File: src/design/nca_pkg.sv
// Shared constants, codes and control structs for the nearest centre assignment block.
`default_nettype none

package nca_pkg;

	// Store geometry.
	localparam int K_MAX = 64;
	localparam int D_MAX = 16;

	// Field widths.
	localparam int CI_W   = 6;
	localparam int DI_W   = 4;
	localparam int ADDR_W = CI_W + DI_W;
	localparam int VAL_W  = 32;
	localparam int SUM_W  = 64;
	localparam int PN_W   = 32;
	localparam int KC_W   = 7;
	localparam int DC_W   = 5;

	// Stream and configuration port widths.
	localparam int IN_TDATA_W  = 48;
	localparam int OUT_TDATA_W = 104;
	localparam int CFG_IDX_W   = 2;
	localparam int CFG_DAT_W   = 7;

	// Configuration register indexes.
	localparam logic [CFG_IDX_W-1:0] REG_CENTRES = 2'd0;
	localparam logic [CFG_IDX_W-1:0] REG_DIMS    = 2'd1;

	// Item kinds carried on tuser.
	localparam logic KIND_LOAD  = 1'b0;
	localparam logic KIND_POINT = 1'b1;

	// Commands from the controller to the datapath.
	typedef struct packed {
		logic            store_wr;
		logic            capture;
		logic            issue;
		logic [CI_W-1:0] issue_c;
		logic            finish;
	} cmd_t;

	// Status from the datapath to the controller.
	typedef struct packed {
		logic busy;
		logic out_free;
	} sts_t;

endpackage

`default_nettype wire

File: src/design/nca_ctrl.sv
// Controller state machine: configuration registers and sequencing of the centre sweep.
`default_nettype none

module nca_ctrl import nca_pkg::*; (
	input  wire logic                 clk,
	input  wire logic                 arst_n,
	input  wire logic                 cfg_valid,
	output logic                      cfg_ready,
	input  wire logic [CFG_IDX_W-1:0] cfg_index,
	input  wire logic [CFG_DAT_W-1:0] cfg_data,
	input  wire logic                 s_tvalid,
	output logic                      s_tready,
	input  wire logic                 kind,
	input  wire logic [DI_W-1:0]      coord_index,
	input  wire sts_t                 sts,
	output cmd_t                      cmd
);

	typedef enum logic [1:0] {
		ST_IDLE,
		ST_RUN,
		ST_DRAIN,
		ST_FINISH
	} state_t;

	state_t          state_q;
	logic [CI_W-1:0] cnt_q;
	logic            last_q;
	logic [KC_W-1:0] centres_q;
	logic [DC_W-1:0] dims_q;
	logic [KC_W-1:0] k_eff;
	logic [DC_W-1:0] d_eff;
	logic            point_ok;
	logic            cnt_end;

	// Effective register values: zero acts as one, large values clamp to the maximum.
	always_comb begin
		if (centres_q == '0) begin
			k_eff = KC_W'(1);
		end else if (centres_q > KC_W'(K_MAX)) begin
			k_eff = KC_W'(K_MAX);
		end else begin
			k_eff = centres_q;
		end
		if (dims_q == '0) begin
			d_eff = DC_W'(1);
		end else if (dims_q > DC_W'(D_MAX)) begin
			d_eff = DC_W'(D_MAX);
		end else begin
			d_eff = dims_q;
		end
	end

	// A point coordinate beyond the dimensions in use is dropped.
	assign point_ok = ({1'b0, coord_index} < d_eff);
	assign cnt_end  = ({1'b0, cnt_q} == (k_eff - KC_W'(1)));

	assign cfg_ready = 1'b1;
	assign s_tready  = (state_q == ST_IDLE);

	// Commands to the datapath.
	always_comb begin
		cmd.store_wr = (state_q == ST_IDLE) && s_tvalid && (kind == KIND_LOAD);
		cmd.capture  = (state_q == ST_IDLE) && s_tvalid && (kind == KIND_POINT) && point_ok;
		cmd.issue    = (state_q == ST_RUN);
		cmd.issue_c  = cnt_q;
		cmd.finish   = (state_q == ST_FINISH) && sts.out_free;
	end

	// State, sweep counter, last-coordinate flag and configuration registers.
	always_ff @(posedge clk or negedge arst_n) begin
		if (!arst_n) begin
			state_q   <= ST_IDLE;
			cnt_q     <= '0;
			last_q    <= 1'b0;
			centres_q <= KC_W'(1);
			dims_q    <= DC_W'(1);
		end else begin
			if (cfg_valid && cfg_ready) begin
				unique case (cfg_index)
					REG_CENTRES: centres_q <= cfg_data[KC_W-1:0];
					REG_DIMS:    dims_q    <= cfg_data[DC_W-1:0];
					default:     ;
				endcase
			end
			unique case (state_q)
				ST_IDLE: begin
					if (cmd.capture) begin
						cnt_q   <= '0;
						last_q  <= ({1'b0, coord_index} == (d_eff - DC_W'(1)));
						state_q <= ST_RUN;
					end
				end
				ST_RUN: begin
					cnt_q <= cnt_q + CI_W'(1);
					if (cnt_end) begin
						state_q <= ST_DRAIN;
					end
				end
				ST_DRAIN: begin
					if (!sts.busy) begin
						state_q <= last_q ? ST_FINISH : ST_IDLE;
					end
				end
				ST_FINISH: begin
					if (sts.out_free) begin
						state_q <= ST_IDLE;
					end
				end
				default: state_q <= ST_IDLE;
			endcase
		end
	end

endmodule

`default_nettype wire

File: config.mk
export PLATFORM = sky130hd
export DESIGN_NAME = nca_ctrl
export DESIGN_NICKNAME = d
export VERILOG_FILES = /design/src/design/nca_pkg.sv /design/src/design/nca_ctrl.sv
export SDC_FILE = /design/constraint.sdc
export NUM_CORES = 1
export LEC_CHECK = 0
export BUFFER_PORTS_ARGS = -buffer_cell sky130_fd_sc_hd__buf_2
export CAP_MARGIN = 5
export CORE_MARGIN = 3
export CORE_UTILIZATION = 35
export CTS_BUF_LIST = sky130_fd_sc_hd__clkbuf_4
export DETAILED_ROUTE_END_ITERATION = 10
export MAX_ROUTING_LAYER = met4
export SLEW_MARGIN = 10
export SYNTH_ARGS = -nofsm -noshare
export SYNTH_HDL_FRONTEND = slang
export SYNTH_SLANG_ARGS = --single-unit
export TNS_END_PERCENT = 50
File: constraint.sdc
create_clock -name clk -period 6.6 [get_ports clk]
set_input_delay 1.32 -clock clk [delete_from_list [all_inputs] [get_ports clk]]
set_output_delay 1.32 -clock clk [all_outputs]
set_load 0.02 [all_outputs]
== Word level (Yosys, flattened, before mapping) ==
Cells that the tools add are included.
Cells by class
  $add $sub $neg: 3
  $mul: 0
  div/mod/pow operators: 0
  $lt $le $gt $ge: 3
  equal/unequal tests: 10
  shift operators: 0
  multiplexer cells: 12
  bitwise operators: 1
  reductions and logical operators: 15
Operators with widths (number)
  7-bit 2-to-1 mux: 2
  6-bit case mux with 2 select lines: 1
  2-bit 2-to-1 mux: 5
  5-bit 2-to-1 mux: 2
  2-bit case mux with 4 select lines: 1
  2-bit AND reduction: 4
  6-bit by 7-bit == test with 1-bit output: 1
  7-bit > comparator (second input constant): 1
  7-bit logical NOT: 1
  7-bit by 1-bit subtractor with 7-bit output (second input constant): 1
  6-bit by 1-bit adder with 6-bit output (second input constant): 1
  6-bit 2-to-1 mux: 1
  4-bit by 5-bit == test with 1-bit output: 1
  5-bit > comparator (second input constant): 1
  1-bit logical AND: 5
  5-bit logical NOT: 1
  4-bit by 5-bit less-than comparator with 1-bit output: 1
  5-bit by 1-bit subtractor with 5-bit output (second input constant): 1
  2-bit by 1-bit == test with 1-bit output (second input constant): 2
  2-bit == test (second input constant): 2
  2-bit logical NOT: 2
  2-bit by 1-bit != test with 1-bit output (second input constant): 2
  2-bit != test (second input constant): 2
  4-bit AND reduction: 1
  other kinds (2): 2
Word-level totals
  bits in registers: 21
  bits in latches: 0
  bits in writable memories: 0
  ROM bits: 0
  input port bits: 20
  memories: 0

== Depth between registers and ports, before layout ==
Gate-level depths: netlist of the first run.
  word-level depth: 7
  gate-level depth with buffers: 10

== Worst setup path after synthesis of the first run ==
OpenSTA, ideal clock, no wires.
  path type: input-to-output
  start point: input port coord_index[1]
  end point: output port cmd[8] (netlist bit)
  data arrival time: 2.380 ns
  required time: 5.280 ns
  slack: 2.900 ns
  cell stages on the path: 5
  path buffers: 0
  cells stage by stage: ha_1 > nor2b_1 > o21ai_0 > a21oi_1 > nor2_1
RTL lines
  start: declaration: line nca_ctrl.sv:14  | input wire logic [DI_W-1:0] coord_index,
  end: declaration: line nca_ctrl.sv:16  | output cmd_t cmd

==> results of run 1 <==
[per-stage QoR]
step	power (mW)	hold slack, ps	cells	setup WS (ps)
CTS	0.5539	581.1	228	2608
detailed placement	0.4880	553.1	224	2616
finish	0.5463	568.9	228	2612
floorplan	0.4143	495.6	152	2900
global route	0.5970	622.4	228	2488
global placement	0.4734	520.0	224	2619
[cell usage after synthesis, types with 3 or more instances]
library cell | number | area (sq um)
nand2b_1 | 3 | 18.77
ha_1 | 7 | 87.58
o2111ai_1 | 3 | 26.28
a21oi_1 | 4 | 20.02
o31ai_1 | 3 | 22.52
dfrtp_1 | 19 | 475.5
nand3_1 | 3 | 15.01
nand2_1 | 17 | 63.81
mux2i_1 | 3 | 30.03
nor2_1 | 7 | 26.28
mux2_2 | 9 | 101.4
inv_1 | 9 | 33.78
a31oi_1 | 3 | 18.77
xnor2_1 | 5 | 43.79
o21ai_0 | 11 | 55.05
xor2_1 | 4 | 35.03
[final cells by class]
class	instances	area, sq um	share of cell area [%]
multi-input combinational	116	819.5	50.62
inverter	9	33.78	2.087
sequential	21	528.0	32.61
clock buffer	3	22.52	1.391
timing repair buffer	30	150.1	9.274
clock inverter	1	5.005	0.3091
tap	48	60.06	3.709
[cell usage in the layout, fill, tap and decap left out, types with 3 or more instances in the layout]
master / n
nand2b_1: 3
a31oi_1: 3
xor2_1: 4
buf_2: 30
nor2_1: 7
xnor2_1: 5
dfrtp_1: 19
o21ai_0: 11
mux2_2: 9
mux2i_1: 3
nand3_1: 3
inv_1: 9
ha_1: 7
o31ai_1: 3
nand2_1: 17
clkbuf_4: 3
a21oi_1: 4
o2111ai_1: 3
[power by group]
group	internal, mW	switching, mW
clock	0.0227	0.0404
combinational	0.113	0.138
sequential	0.166	0.0660
[layer usage]
layer,vias up,global-route usage (%)
li1,611,-
met1,583,17.45
met2,38,20.97
met3,7,4.638
met4,0,3.830
met5,-,-
[registers in the layout, indices dropped and copies added, names as in the netlist]
signal and cells:
last_q 1, dims_q 5, centres_q 7, cnt_q 6
state_q 2
[logic make-up after synthesis]
logic type / count (synthesis) / share of synthesized area (%)
AOI/OAI and AO/OA: 38 / 17.83
xor gates and xnor gates: 9 / 5.560
adders and majority gates: 7 / 6.178
buffers and inverters: 15 / 4.943
DFF: 21 / 37.25
muxes: 12 / 9.268
other: 1 / 0.2645
and+or+nand+nor: 49 / 18.71
[final timing paths]
path | startpoint | endpoint | slack [ps] | cells past startpoint
setup / recovery | coord_index[1] | cmd[8] | 2610 | 7
hold reg to reg | last_q$_DFFE_PN0P_ | last_q$_DFFE_PN0P_ | 570 | 2
setup reg to reg | centres_q[2]$_DFFE_PN0P_ | state_q[0]$_DFFE_PN0P_ | 3740 | 9
max in group asynchronous | arst_n | centres_q[0]$_DFFE_PN1P_ | 5310 | 1
min in group asynchronous | arst_n | cnt_q[3]$_DFFE_PN0P_ | 940 | 1
hold / removal | last_q$_DFFE_PN0P_ | last_q$_DFFE_PN0P_ | 570 | 2
[worst register-to-register path, delay by kind of cell (launching register included)]
family                     cells  cell delay, ps
AOI/OAI and AO/OA              4            1010
and+or+nand+nor                3             810
DFF                            1             480
adders and majority gates      1             280
xor gates and xnor gates       1             180
==> results.py, run 1 <==
metrics = {
    "outcome": {
        "status": "finished clean",
    },
    "cells_and_area": {
        "insertedDiodeCount": 0,
        "area_delta_synth_final_pct": 14.21,
        "drive_gt1_share_pct": 27.78,
        "fillers": 387,
        "final_core_util_pct": 42.93,
        "final_area_sq_mm": 0.001619,
        "nets": 208,
    },
    "floorplan": {
        "fp.dieW_um": 69.64,
        "io_pins": 32,
        "die_area_sq_mm": 0.004850,
        "rows": 22,
        "core_sq_mm": 0.003771,
        "start_util_pct": 37.59,
        "die_h_um": 69.64,
    },
    "power": {
        "vdd_drop_max_mv": 0.1739,
        "powerDensity_mw_per_mm2": 337.4,
        "power.static_leakage_nw": 0.7215,
    },
    "routing": {
        "avgRoutedWirePerCell_um": 13.56,
        "drc": 0,
        "dr_wl_met2_um": 1423,
        "wirelength_um": 3092,
        "dr_wl_met3_um": 213,
        "wl_met1_um": 1419,
        "dr.first_iter.drc_count": 56,
        "firstDrtPassIters": 4,
        "highest_layer": "met4",
        "vias_per_cell": 5.434,
        "final_antenna_net_count": 0,
        "num_vias": 1239,
    },
    "cts": {
        "clk_pin_slew_ps": 120,
        "clock_sinks": 21,
        "htreeDepth": 1,
        "tritoncts": "built",
        "cts_resized": 0,
        "cts_buffers": 3,
        "clock_latency_ps": 310,
        "post_cts_buffers": 0,
        "cts_hold_buf": 0,
        "cts-root-buf": "clkbuf_4",
        "cts.path.max_buffers": 2,
    },
    "worst_setup_path": {
        "crit_fanout": 6,
        "cpMostUsedCell": "buf_2",
        "worstPathArrival_ps": 2670,
        "slowest_stage": "nor2_1",
        "path_buf_inv": 2,
        "start_kind": "input pin",
        "crit_path_end_kind": "output pin",
        "path_cells": "buf_2, ha_1, nor2b_1, o21ai_0, a21oi_1, nor2_1, buf_2",
        "slowest_delay_ps": 320,
        "required_ps": 5280,
        "critPathTopFamily": "simple AND/OR/NAND/NOR gates",
        "path_class": "input pin to output pin",
    },
    "worst_hold_path": {
        "hp-class": "register to register",
    },
    "global_route": {
        "antenna_found_initial": 0,
        "grt.overflow.total": 0,
        "grt_usage_pct": 13.76,
        "grt_pass1_vias": 1172,
        "grt_max_degree": 22,
        "grt_pass1_wl_um": 5388,
    },
    "synthesis": {
        "ys_seq_area_share_pct": 37.25,
        "syn_area_per_cell_sq_um": 9.326,
        "syn_nets": 179,
        "ys_warn_count": 0,
        "synth_flop_cell": "dfrtp_1",
        "synth_async_sr_flop_share_pct": 100.0,
        "syn_area_sq_mm": 0.001418,
        "synth_edf_count": 0,
        "postSynthCellCount": 152,
        "synth.distinct_cells": 46,
        "ys_seq_elements": 21,
    },
    "sta": {
        "fin_skew_ps": 2.384,
        "slew_viol_final": 0,
        "final.period_utilization_pct": 60.43,
        "tightest_slew_ps": 1038,
        "tns_ps": 0,
        "rsz0062_at_grt": "false",
        "slew_headroom_pct": 30.64,
        "period_minus_slack_ps": 3988,
        "fmax_ghz": 0.2507,
        "hold_viol_final": 0,
        "setup_violations": 0,
    },
    "placement": {
        "hpwl_um": 2473,
        "dpl_cell_area_sq_mm": 0.001592,
        "port_buffers": 30,
        "routabilityCongestion": 0.8477,
    },
    "run": {
        "maxCapViolations": 0,
    },
}
Power figures use the tool's default switching activity.
==> inputs of run 2 (changes only) <==
Clock period 6.6 ns to 3.3 ns, I/O delays scaled along.
==> run 2 against run 1 <==
- clock skew increased by 2.2 ps
- via count up 2.5%
- routed wire length increased by 0.87%
- combinational power rose by 100%
- count of clock-buffer cells in the layout did not move
- critical path depth increased by 1
- sequential share of layout area down 0.15 points
- sequential cell count is the same
- final cell count up 0.44%
- largest cell class unchanged
==> results.py, run 2 (synthesis gave the netlist of run 1 again) <==
metrics = {
    "cells_and_area": {
        "largest_reg_flops": 7,
        "reg_top3": "centres_q (7), cnt_q (6), dims_q (5)",
        "nets": 209,
        "fillers": 367,
        "insertedDiodeCount": 0,
        "area_delta_synth_final_pct": 14.74,
        "final_core_util_pct": 43.13,
        "layout_common_cells": "30 x buf_2, 19 x dfrtp_1, 17 x nand2_1, 11 x o21ai_0",
        "top_register": "centres_q",
        "final_common_cell": "buf_2",
        "drive_gt1_share_pct": 28.18,
        "final_area_sq_mm": 0.001627,
    },
    "sta": {
        "tns_ps": 0,
        "holdWs_ps": 287.5,
        "rsz0062_at_grt": "false",
        "final.period_utilization_pct": 91.44,
        "hold_viol_final": 0,
        "slew_viol_final": 0,
        "fin_skew_ps": 4.567,
        "period_minus_slack_ps": 3018,
        "fmax_ghz": 0.3314,
        "setup_violations": 0,
    },
    "routing": {
        "avgRoutedWirePerCell_um": 13.62,
        "wirelength_um": 3119,
        "dr.first_iter.drc_count": 39,
        "final_antenna_net_count": 0,
        "num_vias": 1270,
        "drc": 0,
        "firstDrtPassIters": 4,
        "vias_per_cell": 5.546,
    },
    "floorplan": {
        "fp.dieW_um": 69.64,
        "die_area_sq_mm": 0.004850,
        "io_pins": 32,
        "die_h_um": 69.64,
        "start_util_pct": 37.59,
        "rows": 22,
        "core_sq_mm": 0.003771,
    },
    "worst_setup_path": {
        "required_ps": 2640,
        "crit_fanout": 6,
        "worstPathArrival_ps": 2360,
        "path_class": "register to output pin",
        "start_kind": "register",
        "crit_path_end_kind": "output pin",
    },
    "global_route": {
        "grt_pass1_vias": 1190,
        "grt.overflow.total": 0,
        "antenna_found_initial": 0,
        "grt_pass1_wl_um": 5409,
        "grt_usage_pct": 13.93,
        "grt_max_degree": 22,
    },
    "cts": {
        "cts_hold_buf": 0,
        "cts_buffers": 3,
        "cts.path.max_buffers": 2,
        "clk_pin_slew_ps": 120,
        "htreeDepth": 1,
        "clock_latency_ps": 310,
        "cts_resized": 0,
        "tritoncts": "built",
        "post_cts_buffers": 0,
        "clock_sinks": 21,
        "cts-root-buf": "clkbuf_4",
    },
    "power": {
        "power_mw": 1.087,
        "vdd_drop_max_mv": 0.3491,
        "power.static_leakage_nw": 0.7268,
        "powerDensity_mw_per_mm2": 668.0,
    },
    "worst_hold_path": {
        "hp-class": "input pin to async pin",
    },
    "outcome": {
        "status": "finished clean",
    },
    "run": {
        "maxCapViolations": 0,
    },
    "placement": {
        "hpwl_um": 2432,
        "dpl_cell_area_sq_mm": 0.001599,
        "port_buffers": 30,
        "routabilityCongestion": 0.8169,
    },
}
run 2: cell count changes in the layout (fill, tap and decap cells not counted):
cell,change
buf_4,+1
run 2: cell type report:
class	instances	area (sq um)	area share (%)
clock inverter	1	5.005	0.3077
tap	48	60.06	3.692
timing repair buffer	31	157.7	9.692
clock buffer	3	22.52	1.385
multi-input combinational	116	819.5	50.38
sequential	21	528.0	32.46
inverter	9	33.78	2.077
run 2: critical path, stage by stage (launching register included):
cell     delay (ps)
dfrtp_1         460
inv_1           160
nand2_1         110
ha_1            280
nor2b_1         120
o21ai_0         170
a21oi_1         140
nor2_1          360
buf_2           250
run 2: path summary, 6_finish.rpt:
check / from / cells after the start / endpoint / slack [ps]
max: dims_q[4]$_DFFE_PN0P_ / 8 / cmd[8] / 280
min: arst_n / 1 / cnt_q[4]$_DFFE_PN0P_ / 290
max reg2reg: centres_q[2]$_DFFE_PN0P_ / 9 / state_q[0]$_DFFE_PN0P_ / 480
min reg2reg: last_q$_DFFE_PN0P_ / 2 / last_q$_DFFE_PN0P_ / 570
max in group asynchronous: arst_n / 1 / dims_q[0]$_DFFE_PN1P_ / 2660
min in group clk: cfg_data[6] / 3 / centres_q[6]$_DFFE_PN0P_ / 550
run 2: per-stage QoR:
step           cells  worst slack, ps
2_1_floorplan    152            721.4
3_3_place_gp     225            609.0
3_5_place_dp     225            521.2
4_1_cts          229            278.1
5_1_grt          229            75.50
6_report         229            282.5
run 2: routing by layer:
metal	track usage [%]	vias to the layer above	routed length, um
met5	-	-	0
met2	22.03	43	1422
met1	17.41	611	1446
met4	3.191	0	30
li1	-	612	-
met3	4.493	4	219
run 2: power breakdown:
part	internal (mW)	total, mW	switching, mW
Clock	0.0453	0.125	0.0793
Sequential	0.333	0.461	0.128
Combinational	0.226	0.501	0.274
==> inputs of run 3 (changes only) <==
--- a/config.mk
+++ b/config.mk
@@ -8,4 +8,5 @@
 export BUFFER_PORTS_ARGS = -buffer_cell sky130_fd_sc_hd__buf_2
 export CAP_MARGIN = 5
+export CORE_ASPECT_RATIO = 0.8
 export CORE_MARGIN = 3
 export CORE_UTILIZATION = 35
==> constraint.sdc (replaced) <==
create_clock -name clk -period 3.3 [get_ports clk]
set_input_delay 0.33 -clock clk [delete_from_list [all_inputs] [get_ports clk]]
set_output_delay 0.33 -clock clk [all_outputs]
set_load 0.02 [all_outputs]
==> run 3 against run 2 <==
- count of clock-buffer cells in the layout unchanged
- clock skew increased by 6.0 ps
- fmax increased by 8.8%
- setup slack improved by 240 ps
- critical path type unchanged
- hold slack got worse by 75 ps
- largest cell class unchanged
- sequential cell count unchanged
- critical path depth unchanged
- critical endpoint unchanged
- highest routed layer unchanged
- clock power increased by 5%
- global-route usage increased by 0.21 points
- largest power group unchanged
- non-clock buffer count increased by 1
==> results.py, run 3 (synthesis gave the netlist of run 1 again) <==
metrics = {
    "outcome": {
        "status": "finished clean",
    },
    "floorplan": {
        "rows": 20,
        "die_area_sq_mm": 0.004855,
        "die_h_um": 62.92,
        "fp.dieW_um": 77.16,
        "core_sq_mm": 0.003854,
        "start_util_pct": 36.79,
        "io_pins": 32,
    },
    "power": {
        "vdd_drop_max_mv": 0.2250,
        "power.static_leakage_nw": 0.7310,
        "power_mw": 1.101,
        "powerDensity_mw_per_mm2": 669.0,
    },
    "sta": {
        "slew_viol_final": 0,
        "rsz0062_at_grt": "false",
        "fmax_ghz": 0.3606,
        "final.period_utilization_pct": 84.04,
        "tns_ps": 0,
        "holdWs_ps": 212.5,
        "period_minus_slack_ps": 2773,
        "hold_viol_final": 0,
        "setup_violations": 0,
        "fin_ws_ps": 526.8,
        "fin_skew_ps": 10.61,
    },
    "cts": {
        "cts.path.max_buffers": 2,
        "htreeDepth": 1,
        "cts-root-buf": "clkbuf_4",
        "clock_sinks": 21,
        "clk_pin_slew_ps": 130,
        "cts_buffers": 3,
        "clock_latency_ps": 320,
        "tritoncts": "built",
    },
    "worst_hold_path": {
        "hp-class": "input pin to register",
    },
    "cells_and_area": {
        "stdcell_count": 237,
        "layout_common_cells": "30 x buf_2, 19 x dfrtp_1, 17 x nand2_1, 11 x o21ai_0",
        "final_core_util_pct": 42.69,
        "nets": 210,
        "area_delta_synth_final_pct": 16.06,
        "final_area_sq_mm": 0.001645,
        "top_register": "centres_q",
        "largest_reg_flops": 7,
        "final_common_cell": "buf_2",
        "reg_top3": "centres_q (7), cnt_q (6), dims_q (5)",
        "insertedDiodeCount": 0,
        "drive_gt1_share_pct": 28.02,
    },
    "worst_setup_path": {
        "crit_path_end_kind": "output pin",
        "required_ps": 2970,
        "crit_fanout": 6,
        "worstPathArrival_ps": 2440,
        "path_cells": "inv_1, nand2_1, ha_1, nor2b_1, o21ai_0, a21oi_1, nor2_1, buf_2",
        "slowest_delay_ps": 470,
        "path_class": "register to output pin",
        "slowest_stage": "dfrtp_1",
        "start_kind": "register",
    },
    "routing": {
        "wirelength_um": 3135,
        "dr.first_iter.drc_count": 63,
        "drc": 0,
        "final_antenna_net_count": 0,
        "firstDrtPassIters": 4,
        "vias_per_cell": 5.198,
        "num_vias": 1232,
        "avgRoutedWirePerCell_um": 13.23,
    },
    "global_route": {
        "grt_pass1_wl_um": 5471,
        "grt_pass1_vias": 1172,
        "grt_usage_pct": 14.14,
        "grt.overflow.total": 0,
        "antenna_found_initial": 0,
        "grt_max_degree": 22,
    },
    "placement": {
        "dp.cells": 232,
        "routabilityCongestion": 0.8394,
        "place_ws_ps": 582.5,
        "dpl_cell_area_sq_mm": 0.001608,
        "port_buffers": 30,
        "hpwl_um": 2470,
    },
    "run": {
        "maxCapViolations": 0,
    },
}
## run 3: cell types whose count changed in the layout (fill, tap and decap cells not counted)
cell,previous run,this run
dlygate4sd3_1,0,1
## run 3: critical path: cells and delay by family, from the launching register on
kind	cells	cell delay [ps]
compound gates	2	340
fa+ha+maj	1	290
flops	1	470
buf+inv	2	420
simple gates	3	600
## run 3: repair_timing
| action | in CTS | in global routing |
|---|---|---|
| hold buffers | 1 | 0 |
| endpoints found under the setup margin | 0 | 0 |
| hold endpoints to repair | 19 | 0 |
| resized for setup | 0 | 0 |
| buffers inserted | 0 | 0 |
## run 3: path summary, 6_finish.rpt
kind	start	to	slack, ps	cells past startpoint
setup / recovery	dims_q[4]$_DFFE_PN0P_	cmd[8]	530	8
hold / removal	cfg_data[6]	centres_q[6]$_DFFE_PN0P_	210	3
setup reg to reg	centres_q[2]$_DFFE_PN0P_	state_q[0]$_DFFE_PN0P_	580	9
hold reg to reg	last_q$_DFFE_PN0P_	last_q$_DFFE_PN0P_	560	2
max in group asynchronous	arst_n	centres_q[0]$_DFFE_PN1P_	2460	2
min in group asynchronous	arst_n	dims_q[3]$_DFFE_PN0P_	480	2
## run 3: per-layer routing
layer | global-route usage [%] | wire length (um) | part of all wire, % | up-vias
li1 | - | - | - | 621
met1 | 19.38 | 1521 | 49 | 565
met2 | 20.69 | 1335 | 43 | 41
met3 | 3.458 | 238 | 7.6 | 5
met4 | 4.000 | 39 | 1.2 | 0
met5 | - | 0 | 0 | -
## run 3: area by class of cell
type	count	area, sq um
Multi-Input combinational cell	116	819.5
Inverter	9	33.78
Tap cell	55	68.82
Clock inverter	1	5.005
Fill cell	394	2208
Clock buffer	3	22.52
Sequential cell	21	528.0
Timing Repair Buffer	32	167.7
## run 3: report_power, final
part           switching, mW  internal (mW)
logic                  0.278          0.229
clock network         0.0860         0.0455
registers              0.130          0.333
